--- src/hw/rtl/kwsm_pkg.sv ---
// Shared constants and types for the k-way sorted merge
package kwsm_pkg;

  localparam int MAX_LISTS_DEF = 8;
  localparam int ELEM_BITS_DEF = 32;
  localparam int LIST_ID_W     = 3;
  localparam int CFG_W         = 4;
  localparam logic [CFG_W-1:0] CFG_RESET = 4'd8;

  typedef struct packed {
    logic clr;
    logic rm;
    logic ins;
  } cell_ctl_t;

endpackage

--- src/hw/rtl/kwsm_cell.sv ---
// One slot of the sorted head row: holds one pending head and its list id
module kwsm_cell #(
  parameter int ELEM_BITS = kwsm_pkg::ELEM_BITS_DEF
) (
  input  logic                                 clk_i,
  input  logic                                 rst_ni,
  input  kwsm_pkg::cell_ctl_t                  ctl_i,
  input  logic [kwsm_pkg::CFG_W-1:0]           cfg_n_i,
  input  logic signed [ELEM_BITS-1:0]          new_val_i,
  input  logic [kwsm_pkg::LIST_ID_W-1:0]       new_id_i,
  input  logic                                 prev_vld_i,
  input  logic signed [ELEM_BITS-1:0]          prev_val_i,
  input  logic [kwsm_pkg::LIST_ID_W-1:0]       prev_id_i,
  input  logic                                 prev_shl_i,
  input  logic                                 prev_ltl_i,
  input  logic                                 next_vld_i,
  input  logic signed [ELEM_BITS-1:0]          next_val_i,
  input  logic [kwsm_pkg::LIST_ID_W-1:0]       next_id_i,
  input  logic                                 next_lt_i,
  input  logic                                 seen_i,
  input  logic signed [ELEM_BITS-1:0]          pick_val_i,
  input  logic [kwsm_pkg::LIST_ID_W-1:0]       pick_id_i,
  input  logic                                 below_i,
  output logic                                 vld_o,
  output logic signed [ELEM_BITS-1:0]          val_o,
  output logic [kwsm_pkg::LIST_ID_W-1:0]       id_o,
  output logic                                 lt_o,
  output logic                                 shl_o,
  output logic                                 ltl_o,
  output logic                                 seen_o,
  output logic signed [ELEM_BITS-1:0]          pick_val_o,
  output logic [kwsm_pkg::LIST_ID_W-1:0]       pick_id_o,
  output logic                                 below_o
);
  import kwsm_pkg::*;

  logic                        vld_q, vld_d;
  logic signed [ELEM_BITS-1:0] val_q, val_d;
  logic [LIST_ID_W-1:0]        id_q, id_d;
  logic                        act, sel, lt, shl, ltl;

  always_comb begin
    lt  = vld_q && ((val_q < new_val_i) || ((val_q == new_val_i) && (id_q < new_id_i)));
    act = vld_q && ((id_q == '0) || (CFG_W'(id_q) < cfg_n_i));
    sel = act && !seen_i;
    shl = ctl_i.rm && (seen_i || act);
    ltl = shl ? next_lt_i : lt;
  end

  always_comb begin
    vld_d = vld_q;
    val_d = val_q;
    id_d  = id_q;
    if (shl) begin
      vld_d = next_vld_i;
      val_d = next_val_i;
      id_d  = next_id_i;
    end
    if (ctl_i.ins && !ltl) begin
      if (prev_ltl_i) begin
        vld_d = 1'b1;
        val_d = new_val_i;
        id_d  = new_id_i;
      end else if (prev_shl_i) begin
        vld_d = vld_q;
        val_d = val_q;
        id_d  = id_q;
      end else begin
        vld_d = prev_vld_i;
        val_d = prev_val_i;
        id_d  = prev_id_i;
      end
    end
    if (ctl_i.clr) begin
      vld_d = 1'b0;
    end
  end

  always_ff @(posedge clk_i or negedge rst_ni) begin
    if (!rst_ni) begin
      vld_q <= 1'b0;
    end else begin
      vld_q <= vld_d;
    end
  end

  always_ff @(posedge clk_i) begin
    val_q <= val_d;
    id_q  <= id_d;
  end

  assign vld_o      = vld_q;
  assign val_o      = val_q;
  assign id_o       = id_q;
  assign lt_o       = lt;
  assign shl_o      = shl;
  assign ltl_o      = ltl;
  assign seen_o     = seen_i || act;
  assign pick_val_o = sel ? val_q : pick_val_i;
  assign pick_id_o  = sel ? id_q : pick_id_i;
  assign below_o    = below_i || (act && lt);

endmodule

--- src/hw/rtl/kwsm_outbuf.sv ---
// Output register with a skid stage for result words
module kwsm_outbuf #(
  parameter int W = 36
) (
  input  logic         clk_i,
  input  logic         rst_ni,
  input  logic         push_i,
  input  logic [W-1:0] data_i,
  input  logic         stall_i,
  output logic         valid_o,
  output logic [W-1:0] data_o,
  output logic         full_o
);

  logic         out_vld_q, out_vld_d;
  logic [W-1:0] out_dat_q, out_dat_d;
  logic         skd_vld_q, skd_vld_d;
  logic [W-1:0] skd_dat_q, skd_dat_d;
  logic         drain;

  always_comb begin
    drain     = out_vld_q && !stall_i;
    out_vld_d = out_vld_q;
    out_dat_d = out_dat_q;
    skd_vld_d = skd_vld_q;
    skd_dat_d = skd_dat_q;
    if (skd_vld_q) begin
      if (drain) begin
        out_dat_d = skd_dat_q;
        skd_vld_d = 1'b0;
      end
    end else if (push_i) begin
      if (!out_vld_q || drain) begin
        out_vld_d = 1'b1;
        out_dat_d = data_i;
      end else begin
        skd_vld_d = 1'b1;
        skd_dat_d = data_i;
      end
    end else if (drain) begin
      out_vld_d = 1'b0;
    end
  end

  always_ff @(posedge clk_i or negedge rst_ni) begin
    if (!rst_ni) begin
      out_vld_q <= 1'b0;
      skd_vld_q <= 1'b0;
    end else begin
      out_vld_q <= out_vld_d;
      skd_vld_q <= skd_vld_d;
    end
  end

  always_ff @(posedge clk_i) begin
    out_dat_q <= out_dat_d;
    skd_dat_q <= skd_dat_d;
  end

  assign valid_o = out_vld_q;
  assign data_o  = out_dat_q;
  assign full_o  = skd_vld_q;

endmodule

--- src/hw/rtl/kway_sorted_merge.sv ---
// K-way sorted merge: a sorted row of head cells with per-list flags
//
//   channel | direction | handshake                 | payload
//   in      | input     | in_valid_i / in_stall_o   | list_id_i, has_value_i, elem_value_i
//   out     | output    | out_valid_o / out_stall_i | out_value_o, source_list_o, all_done_o
//   cfg     | input     | cfg_valid_i / cfg_ready_o | active_lists_i
//
// One input word per cycle while in_stall_o is low; results are registered in the
// output or skid register. Insert and select resolve combinationally across the row.
// Reset clears list flags and all valid bits, and sets the active list count to 8.
// in_stall_o rises only while the output register and its skid stage are full.
module kway_sorted_merge #(
  parameter int MAX_LISTS = kwsm_pkg::MAX_LISTS_DEF,
  parameter int ELEM_BITS = kwsm_pkg::ELEM_BITS_DEF
) (
  input  logic                            clk_i,
  input  logic                            rst_ni,
  input  logic                            cfg_valid_i,
  output logic                            cfg_ready_o,
  input  logic [kwsm_pkg::CFG_W-1:0]      active_lists_i,
  input  logic                            in_valid_i,
  output logic                            in_stall_o,
  input  logic [kwsm_pkg::LIST_ID_W-1:0]  list_id_i,
  input  logic                            has_value_i,
  input  logic signed [ELEM_BITS-1:0]     elem_value_i,
  output logic                            out_valid_o,
  input  logic                            out_stall_i,
  output logic signed [ELEM_BITS-1:0]     out_value_o,
  output logic [kwsm_pkg::LIST_ID_W-1:0]  source_list_o,
  output logic                            all_done_o
);
  import kwsm_pkg::*;

  localparam int OW = ELEM_BITS + LIST_ID_W + 1;

  logic [CFG_W-1:0]     active_q;
  logic [MAX_LISTS-1:0] pres_q, pres_d, fin_q, fin_d;
  logic [MAX_LISTS-1:0] act_mask, hit, src_hit, pres_upd, fin_upd;
  logic                 fire, legal, ins, endm, ready, all_end, found, new_sel;
  logic                 emit_sel, push, full;
  logic signed [ELEM_BITS-1:0] res_val;
  logic [LIST_ID_W-1:0] res_id;
  logic [OW-1:0]        push_dat, out_dat;
  cell_ctl_t            ctl;

  logic                        c_vld [MAX_LISTS];
  logic signed [ELEM_BITS-1:0] c_val [MAX_LISTS];
  logic [LIST_ID_W-1:0]        c_id  [MAX_LISTS];
  logic                        c_lt  [MAX_LISTS];
  logic                        c_shl [MAX_LISTS];
  logic                        c_ltl [MAX_LISTS];
  logic                        ch_seen  [MAX_LISTS+1];
  logic signed [ELEM_BITS-1:0] ch_pval  [MAX_LISTS+1];
  logic [LIST_ID_W-1:0]        ch_pid   [MAX_LISTS+1];
  logic                        ch_below [MAX_LISTS+1];

  assign cfg_ready_o = 1'b1;
  assign fire        = in_valid_i && !in_stall_o;

  always_ff @(posedge clk_i or negedge rst_ni) begin
    if (!rst_ni) begin
      active_q <= CFG_RESET;
    end else if (cfg_valid_i && cfg_ready_o) begin
      active_q <= active_lists_i;
    end
  end

  assign ch_seen[0]  = 1'b0;
  assign ch_pval[0]  = '0;
  assign ch_pid[0]   = '0;
  assign ch_below[0] = 1'b0;

  for (genvar j = 0; j < MAX_LISTS; j++) begin : g_cell
    logic                        pv, pshl, pltl, nv, nlt;
    logic signed [ELEM_BITS-1:0] pval, nval;
    logic [LIST_ID_W-1:0]        pid, nid;

    if (j == 0) begin : g_head
      assign pv   = 1'b0;
      assign pval = '0;
      assign pid  = '0;
      assign pshl = 1'b0;
      assign pltl = 1'b1;
    end else begin : g_left
      assign pv   = c_vld[j-1];
      assign pval = c_val[j-1];
      assign pid  = c_id[j-1];
      assign pshl = c_shl[j-1];
      assign pltl = c_ltl[j-1];
    end

    if (j == MAX_LISTS - 1) begin : g_tail
      assign nv   = 1'b0;
      assign nval = '0;
      assign nid  = '0;
      assign nlt  = 1'b0;
    end else begin : g_right
      assign nv   = c_vld[j+1];
      assign nval = c_val[j+1];
      assign nid  = c_id[j+1];
      assign nlt  = c_lt[j+1];
    end

    kwsm_cell #(
      .ELEM_BITS (ELEM_BITS)
    ) u_cell (
      .clk_i      (clk_i),
      .rst_ni     (rst_ni),
      .ctl_i      (ctl),
      .cfg_n_i    (active_q),
      .new_val_i  (elem_value_i),
      .new_id_i   (list_id_i),
      .prev_vld_i (pv),
      .prev_val_i (pval),
      .prev_id_i  (pid),
      .prev_shl_i (pshl),
      .prev_ltl_i (pltl),
      .next_vld_i (nv),
      .next_val_i (nval),
      .next_id_i  (nid),
      .next_lt_i  (nlt),
      .seen_i     (ch_seen[j]),
      .pick_val_i (ch_pval[j]),
      .pick_id_i  (ch_pid[j]),
      .below_i    (ch_below[j]),
      .vld_o      (c_vld[j]),
      .val_o      (c_val[j]),
      .id_o       (c_id[j]),
      .lt_o       (c_lt[j]),
      .shl_o      (c_shl[j]),
      .ltl_o      (c_ltl[j]),
      .seen_o     (ch_seen[j+1]),
      .pick_val_o (ch_pval[j+1]),
      .pick_id_o  (ch_pid[j+1]),
      .below_o    (ch_below[j+1])
    );
  end

  always_comb begin
    for (int i = 0; i < MAX_LISTS; i++) begin
      act_mask[i] = (i == 0) || (i < int'(active_q));
      hit[i]      = (int'(list_id_i) == i) && act_mask[i];
    end
    legal    = |(hit & ~pres_q & ~fin_q);
    ins      = fire && legal && has_value_i;
    endm     = fire && legal && !has_value_i;
    pres_upd = pres_q | (ins ? hit : '0);
    fin_upd  = fin_q | (endm ? hit : '0);
    ready    = &(pres_upd | fin_upd | ~act_mask);
    all_end  = &(fin_upd | ~act_mask);
    found    = ins || ch_seen[MAX_LISTS];
    new_sel  = ins && !ch_below[MAX_LISTS];
    emit_sel = fire && !all_end && ready && found;
    res_val  = new_sel ? elem_value_i : ch_pval[MAX_LISTS];
    res_id   = new_sel ? list_id_i : ch_pid[MAX_LISTS];
    for (int i = 0; i < MAX_LISTS; i++) begin
      src_hit[i] = (int'(res_id) == i);
    end
    ctl.clr = fire && all_end;
    ctl.rm  = emit_sel && !new_sel;
    ctl.ins = ins && !(emit_sel && new_sel);
    push    = fire && (all_end || emit_sel);
    if (all_end) begin
      push_dat = {1'b1, LIST_ID_W'(0), ELEM_BITS'(0)};
    end else begin
      push_dat = {1'b0, res_id, res_val};
    end
    pres_d = pres_q;
    fin_d  = fin_q;
    if (fire) begin
      if (all_end) begin
        pres_d = '0;
        fin_d  = '0;
      end else begin
        pres_d = emit_sel ? (pres_upd & ~src_hit) : pres_upd;
        fin_d  = fin_upd;
      end
    end
  end

  always_ff @(posedge clk_i or negedge rst_ni) begin
    if (!rst_ni) begin
      pres_q <= '0;
      fin_q  <= '0;
    end else begin
      pres_q <= pres_d;
      fin_q  <= fin_d;
    end
  end

  kwsm_outbuf #(
    .W (OW)
  ) u_outbuf (
    .clk_i   (clk_i),
    .rst_ni  (rst_ni),
    .push_i  (push),
    .data_i  (push_dat),
    .stall_i (out_stall_i),
    .valid_o (out_valid_o),
    .data_o  (out_dat),
    .full_o  (full)
  );

  assign in_stall_o    = full;
  assign out_value_o   = out_dat[ELEM_BITS-1:0];
  assign source_list_o = out_dat[ELEM_BITS +: LIST_ID_W];
  assign all_done_o    = out_dat[OW-1];

endmodule

--- config.mk ---
export PLATFORM = sky130hd
export DESIGN_NAME = kway_sorted_merge
export DESIGN_NICKNAME = d
export VERILOG_FILES = /design/src/hw/rtl/kwsm_pkg.sv /design/src/hw/rtl/kwsm_cell.sv /design/src/hw/rtl/kwsm_outbuf.sv /design/src/hw/rtl/kway_sorted_merge.sv
export SDC_FILE = /design/constraint.sdc
export NUM_CORES = 1
export LEC_CHECK = 0
export BUFFER_PORTS_ARGS = -buffer_cell sky130_fd_sc_hd__buf_2
export CAP_MARGIN = 20
export CORE_AREA = 2 2 254 256
export CTS_CLUSTER_DIAMETER = 80
export DETAILED_ROUTE_END_ITERATION = 10
export DIE_AREA = 0 0 256 258
export PLACE_DENSITY = 0.66
export SYNTH_ARGS = -nofsm -noshare
export SYNTH_HDL_FRONTEND = slang
export SYNTH_SLANG_ARGS = --single-unit
--- constraint.sdc ---
create_clock -name clk_i -period 6.9 [get_ports clk_i]
set_clock_uncertainty 0.2 [all_clocks]
set_input_delay 0.69 -clock clk_i [delete_from_list [all_inputs] [get_ports clk_i]]
set_output_delay 0.69 -clock clk_i [all_outputs]
set_load 0.01 [all_outputs]
======== Word-level counts from Yosys, hierarchy flattened ========
Cells that the tools add are included.
storage, ports and cells
  memories ................................ 0
  register bits ........................... 382
  ROM bits ................................ 0
  memory bits (writable) .................. 0
  input bits .............................. 45
  bits in latches ......................... 0
cells by class
  magnitude comparators ................... 31
  eq/ne operators ......................... 24
  divide/modulo/power cells ............... 0
  $mul .................................... 0
  mux-type cells .......................... 120
  shift-type cells ........................ 0
  add/subtract/negate cells ............... 0
  reductions and logical operators ........ 153
  bitwise logic cells ..................... 14
operators with widths
  operator                                                    number
  2-to-1 mux 32 bit                                           32
  equality test 32 bit                                        8
  less-than comparator 32 bit                                 8
  2-to-1 mux 36 bit                                           5
  2-to-1 mux 3 bit                                            32
  logical AND 1 bit                                           76
  2-to-1 mux 1 bit                                            46
  2-to-1 mux 8 bit                                            5
  bitwise OR 8 bit                                            5
  logical OR 1 bit                                            33
  less-than comparator 3 x 4 -> 1 bit                         8
  inverter 8 bit                                              4
  zero test 3 bit                                             10
  bitwise AND 8 bit                                           3
  equality test 3 bit (second input constant)                 8
  less-than comparator 3 bit                                  8
  zero test 1 bit                                             23
  less-than comparator 3 x 4 -> 1 bit (first input constant)  4
  AND reduction 8 bit                                         2
  equality test 3 x 2 -> 1 bit (second input constant)        4
  AND reduction 3 bit                                         3
  less-than comparator 2 x 4 -> 1 bit (first input constant)  2
  nonzero test 2 bit                                          4
  OR reduction 8 bit                                          1
  6 further kinds                                             8

======== Depth between registers and ports, before layout ========
  depth in word-level cells ............... 22
  gate-level depth with buffers ........... 17
  gate-level depth less buffers ........... 13

======== Cells and area by module ========
Synthesis repeated with hierarchy kept, for this count alone.
second synthesis, totals
  cell total of the unflattened synthesis .. 2,926
  area total of the unflattened synthesis .. 32,417.3 um2
by module, submodules not included
  module                             area an instance (um2)  sequential area each (um2)  cells an instance  instances
  kwsm_cell at g_cell[0].u_cell ...  3,444.6                 1,076.0                     314                7
  kwsm_cell at g_cell[7].u_cell      3,560.9                 1,076.0                     309                1
  kwsm_outbuf                        2,717.6                 2,212.1                     124                1
  kway_sorted_merge                  2,026.9                 501.7                       295                1

======== Worst setup path after synthesis ========
Ideal clock, no wire load.
  path kind ............................... input to register
  start ................................... in elem_value_i[14]
  end ..................................... reg g_cell[7].u_cell.id_q[0] (enable)
  stages .................................. 16
  library setup time ...................... 0.498 ns
  setup slack ............................. 1.490 ns
  path buffers ............................ 4
  arrival ................................. 4.712 ns
  data required time ...................... 6.202 ns
  path through ............................ clkbuf_1 inv_1 ha_1 nand4_1 or4_1 a21oi_1 o31ai_1 a211oi_1 nand2b_1 nand4b_2 o31ai_4 buf_6 a21o_1 buf_2 buf_1 nand2_1
on the way
  word-level cells in the longest chain between the ends .. 21
  elaborated cells between the ends (all ways) .. 67
  those cells by class .................... order compare: 8; eq/ne: 8; mux: 1; reduce/logical: 50
ends and longest elaborated chain
  what                                                                  RTL line                 source
  start: declaration                                                    kway_sorted_merge.sv:25  input logic signed [ELEM_BITS-1:0] elem_value_i,
  branches (longest 20 deep; another with less-than comparator 32 bit)  --
  nonzero test 2 bit (no line) *                                        --
  end signal: assignment                                                kwsm_cell.sv:89          id_q <= id_d;
  end: declaration                                                      kwsm_cell.sv:39          logic [LIST_ID_W-1:0] id_q, id_d;
Mark *: on every way between the ends.
A chain may end at the register's enable or synchronous reset.

======== Final worst setup path ========
  start ................................... reg active_q[1]
  end ..................................... reg g_cell[6].u_cell.val_q[7]
on the way
  word-level cells in the longest chain between the ends .. 21
  elaborated cells between the ends (all ways) .. 98
  those cells by class .................... order compare: 15; mux: 8; bitwise: 8; reduce/logical: 67
ends and longest elaborated chain
  what                                                               RTL line                                            source
  start: declaration                                                 kway_sorted_merge.sv:36                             logic [CFG_W-1:0] active_q;
  start signal: assignment                                           kway_sorted_merge.sv:64                             active_q <= active_lists_i;
  less-than comparator 1 x 4 -> 1 bit, or another cell as far along  kway_sorted_merge.sv:141                            act_mask[i] = (i == 0) || (i < int'(active_q));
  logical AND 1 bit                                                  kway_sorted_merge.sv:142                            hit[i] = (int'(list_id_i) == i) && act_mask[i];
  bitwise AND 8 bit (2 in a row)                                     kway_sorted_merge.sv:144                            legal = |(hit & ~pres_q & ~fin_q);
  OR reduction 8 bit                                                 kway_sorted_merge.sv:144
  logical AND 1 bit                                                  kway_sorted_merge.sv:145, kway_sorted_merge.sv:146
  logical AND 1 bit                                                  kway_sorted_merge.sv:146                            endm = fire && legal && !has_value_i;
  2-to-1 mux 8 bit                                                   kway_sorted_merge.sv:148                            fin_upd = fin_q | (endm ? hit : '0);
  bitwise OR 8 bit                                                   kway_sorted_merge.sv:148
  (+3 left out)                                                      --
  logical AND 1 bit (3 in a row)                                     kway_sorted_merge.sv:153                            emit_sel = fire && !all_end && ready && found;
  logical AND 1 bit                                                  kway_sorted_merge.sv:160                            ctl.rm = emit_sel && !new_sel;
  logical AND 1 bit                                                  kwsm_cell.sv:46                                     shl = ctl_i.rm && (seen_i || act);
  2-to-1 mux 1 bit                                                   kwsm_cell.sv:47                                     ltl = shl ? next_lt_i : lt;
  zero test 1 bit                                                    kwsm_cell.sv:59                                     if (ctl_i.ins && !ltl) begin
  logical AND 1 bit                                                  kwsm_cell.sv:59
  2-to-1 mux 32 bit *                                                kwsm_cell.sv:59
  via g_cell[6].u_cell.val_d[7]                                      kwsm_cell.sv:38                                     logic signed [ELEM_BITS-1:0] val_q, val_d;
  end signal: assignment                                             kwsm_cell.sv:88                                     val_q <= val_d;
  end: declaration                                                   kwsm_cell.sv:38
The timed path passes the listed nets; every way through them passes the cells marked *.

==> results.py <==
metrics = {
    "floorplan": {
        "pin_count": 84,
        "die_h_um": 258,
        "rows": 93,
        "die-area_mm2": 0.0660,
        "start_util_pct": 49.2,
        "die_x_um": 256,
        "core_area_mm2": 0.0636,
    },
    "worst_setup_path": {
        "path_buf_inv": 5,
        "slowest_stage": "buf_4",
        "path_common_cell": "buf_4",
        "critical_path_class": "flop to flop",
        "cp-start-kind": "flop",
        "path_cells": "inv_1 -> ha_1 -> a31oi_1 -> o31ai_1 -> nand4_1 -> buf_4 -> nor3_2 -> buf_4 -> nand2b_1 -> nand3_2 -> buf_4 -> nand3_2 -> buf_12 -> mux2i_1",
        "cp.arrival_ns": 6.03,
        "cp_top_family": "buffers and inverters",
        "regToRegSetupSlack_ns": 1.14,
        "end_kind": "flop",
        "worst-endpoint-required_ns": 7.16,
        "worst-path-max-fanout": 42,
        "crit_path_max_incr_delay_ns": 0.68,
    },
    "detailed_routing": {
        "wl_per_cell_um": 29.1,
        "via_per_inst": 6.93,
        "drt_iter0_drc": 3861,
        "dr.pass1.iters": 6,
        "route.vias.total": 30744,
        "ant_nets": 0,
        "wl_mm": 129,
        "drc": 0,
    },
    "clocking": {
        "h-tree-depth": 2,
        "cts_tree": "done",
        "clk_latency_ns": 0.61,
        "clkTransAtPathRegs_ns": 0.06,
        "cts-root-buf": "clkbuf_16",
        "cts.sinks": 382,
        "cts-buffers-inserted": 46,
        "cts_max_path_buffers": 3,
        "post_cts_buffers": 0,
    },
    "grt": {
        "track_usage_pct": 37.9,
        "grt_pass1_wl_mm": 190,
        "grt_max_degree": 83,
        "antenna_found_initial": 7,
        "overflow": 0,
        "grt_pass1_vias": 28965,
    },
    "synth": {
        "syn_area_mm2": 0.0313,
        "synthesis.nets": 3901,
        "syn-instance-count": 3568,
        "synth_top_area_cell": "dfxtp_1",
        "synth_edf_count": 107,
        "synth_top_area_share_pct": 15.7,
        "yosysSeqAreaShare_pct": 28.3,
        "synth_seq_cells": 382,
        "ys_types": 97,
        "synth_ff_type": "dfxtp_1",
        "ys_warn_count": 0,
        "async_reset_ff_share_pct": 7.85,
        "synth_area_leaders": "dfxtp_1, mux2i_1, ha_1",
        "syn_avg_cell_area_um2": 8.78,
    },
    "layout": {
        "drive_above_1_share_pct": 13.3,
        "mostFrequentLayoutCells": "nand2_1, mux2i_1, ha_1",
        "areaGrowthSynthToFinish_pct": 10.2,
        "mostFrequentLayoutCell": "nand2_1",
        "nets": 3871,
    },
    "timing": {
        "timing.fmax_ghz": 0.174,
        "tns_ns": 0,
        "rsz0062_at_grt": "no",
        "max_slew_margin_pct": 24.5,
        "tightestPinTransition_ns": 1.12,
        "report.final.slew_viol_count": 0,
        "min_period_over_period_pct": 83.5,
        "layout_min_cycle_time_ns": 5.76,
        "final_hold_viol_count": 0,
        "setup_viol": 0,
    },
    "power": {
        "vdd_drop_max_uv": 383,
        "p_per_area_mw_per_mm2": 475,
        "design_power_total_mw": 16.4,
        "p_leak_nw": 14.8,
    },
    "placed_design": {
        "port_buffers": 82,
        "dp_hpwl_mm": 88.1,
        "place_congestion": 1.02,
    },
    "run_status": {
        "outcome": "completed",
    },
    "run": {
        "maxCapViolCount": 0,
    },
    "worst_hold_path": {
        "hold_path_class": "input port to flop",
    },
}
[synth_stat cells (23+ instances only)]
master,n
a211oi_1,189
a21o_1,37
a21oi_1,163
a221o_1,24
a221oi_1,27
a22oi_1,218
a311oi_1,25
a31oi_1,24
buf_2,50
buf_4,23
clkbuf_1,189
dfrtp_1,29
dfxtp_1,245
edfxtp_1,107
ha_1,288
inv_1,63
mux2_2,101
mux2_4,30
mux2i_1,395
nand2_1,475
nand2b_1,26
nand3_1,50
nand4_1,58
nor2_1,242
nor3_1,32
o21ai_0,137
o221ai_1,42
or3_1,41
[layer usage]
metal,vias to the layer above,share of wire [%],GRT usage [%],wire length [um]
li1,13559,-,-,-
met1,14596,40,49.6,51300
met2,2068,41,55.9,53300
met3,515,13,11.4,16200
met4,6,6.4,20.7,8210
met5,-,0.062,0,80
[cell type report]
class | instances | area (um^2)
tap | 855 | 1070
clock buffer | 63 | 1290
multi-input combinational | 2837 | 21100
clock inverter | 23 | 258
timing repair buffer | 207 | 1660
antenna | 5 | 12.5
fill | 5817 | 29100
sequential | 382 | 8870
inverter | 64 | 240
[sequential cells by signal, indices dropped and copies added (netlist names)]
register             flops
pres_q                   8
u_outbuf.skd_dat_q      36
g_cell.u_cell.vld_o      8
g_cell.u_cell.id_o      24
fin_q                    8
g_cell.u_cell.val_o    256
u_outbuf.data_o         36
active_q                 4
u_outbuf.valid_o         1
u_outbuf.full_o          1
[worst register-to-register path, cell delays in order (launching register included)]
cell      delay, ns
dfrtp_1        0.60
inv_1          0.39
ha_1           0.40
a31oi_1        0.13
o31ai_1        0.65
nand4_1        0.41
buf_4          0.53
nor3_2         0.24
buf_4          0.68
nand2b_1       0.27
nand3_2        0.17
buf_4          0.34
nand3_2        0.21
buf_12         0.23
mux2i_1        0.19
[cell families (layout without fill, tap and decap cells)]
kind of cell | count (synthesis) | in the layout | synth area share [%]
other | 1 | 6 | 0.0120
buffers and inverters | 349 | 357 | 5.07
muxes | 526 | 526 | 17.7
and+or+nand+nor | 1008 | 1008 | 14.4
adders and majority gates | 288 | 288 | 11.5
DFF | 382 | 382 | 28.3
AOI/OAI and AO/OA | 1014 | 1014 | 23.0
[worst paths after layout]
| check | startpoint | endpoint | cells after the start |
|---|---|---|---|
| max in group asynchronous | rst_ni | u_outbuf.full_o$_DFF_PN0_ | 2 |
| min in group asynchronous | rst_ni | fin_q[1]$_DFFE_PN0P_ | 2 |
| worst min-delay path | active_lists_i[2] | active_q[2]$_DFFE_PN0P_ | 3 |
| worst min register to register | u_outbuf.skd_dat_q[8]$_DFFE_PP_ | u_outbuf.data_o[8]$_DFFE_PP_ | 2 |
| worst max register to register | active_q[1]$_DFFE_PN0P_ | g_cell[6].u_cell.val_o[7]$_DFF_P_ | 14 |
| worst max-delay path | active_q[1]$_DFFE_PN0P_ | g_cell[6].u_cell.val_o[7]$_DFF_P_ | 14 |
[repair_timing]
| item | CTS | global route |
|---|---|---|
| gates resized for setup | 0 | 0 |
| hold buffers | 1 | 0 |
| hold endpoints to repair | 29 | 0 |
[report_power, final]
part           switching, mW  internal, mW  total, mW  leakage, nW
Combinational           5.84          3.50       9.34         10.6
Clock                   1.08          1.47       2.55        0.745
Sequential              1.26          3.25       4.51         3.41
[through the flow]
step	utilization (%)	cell area, um^2	setup WS (ns)	instances	hold WS, ns
after floorplan	-	31300	1.49	3568	0.194
after global placement	51.7	32900	0.851	4343	0.306
after detailed placement	51.8	32900	0.856	4344	0.308
after CTS	54.2	34500	1.46	4431	0.0802
after global routing	54.2	34500	1.02	4431	0.105
final	54.2	34500	1.14	4436	0.0982
No activity file was read; power rests on OpenSTA's default activity.
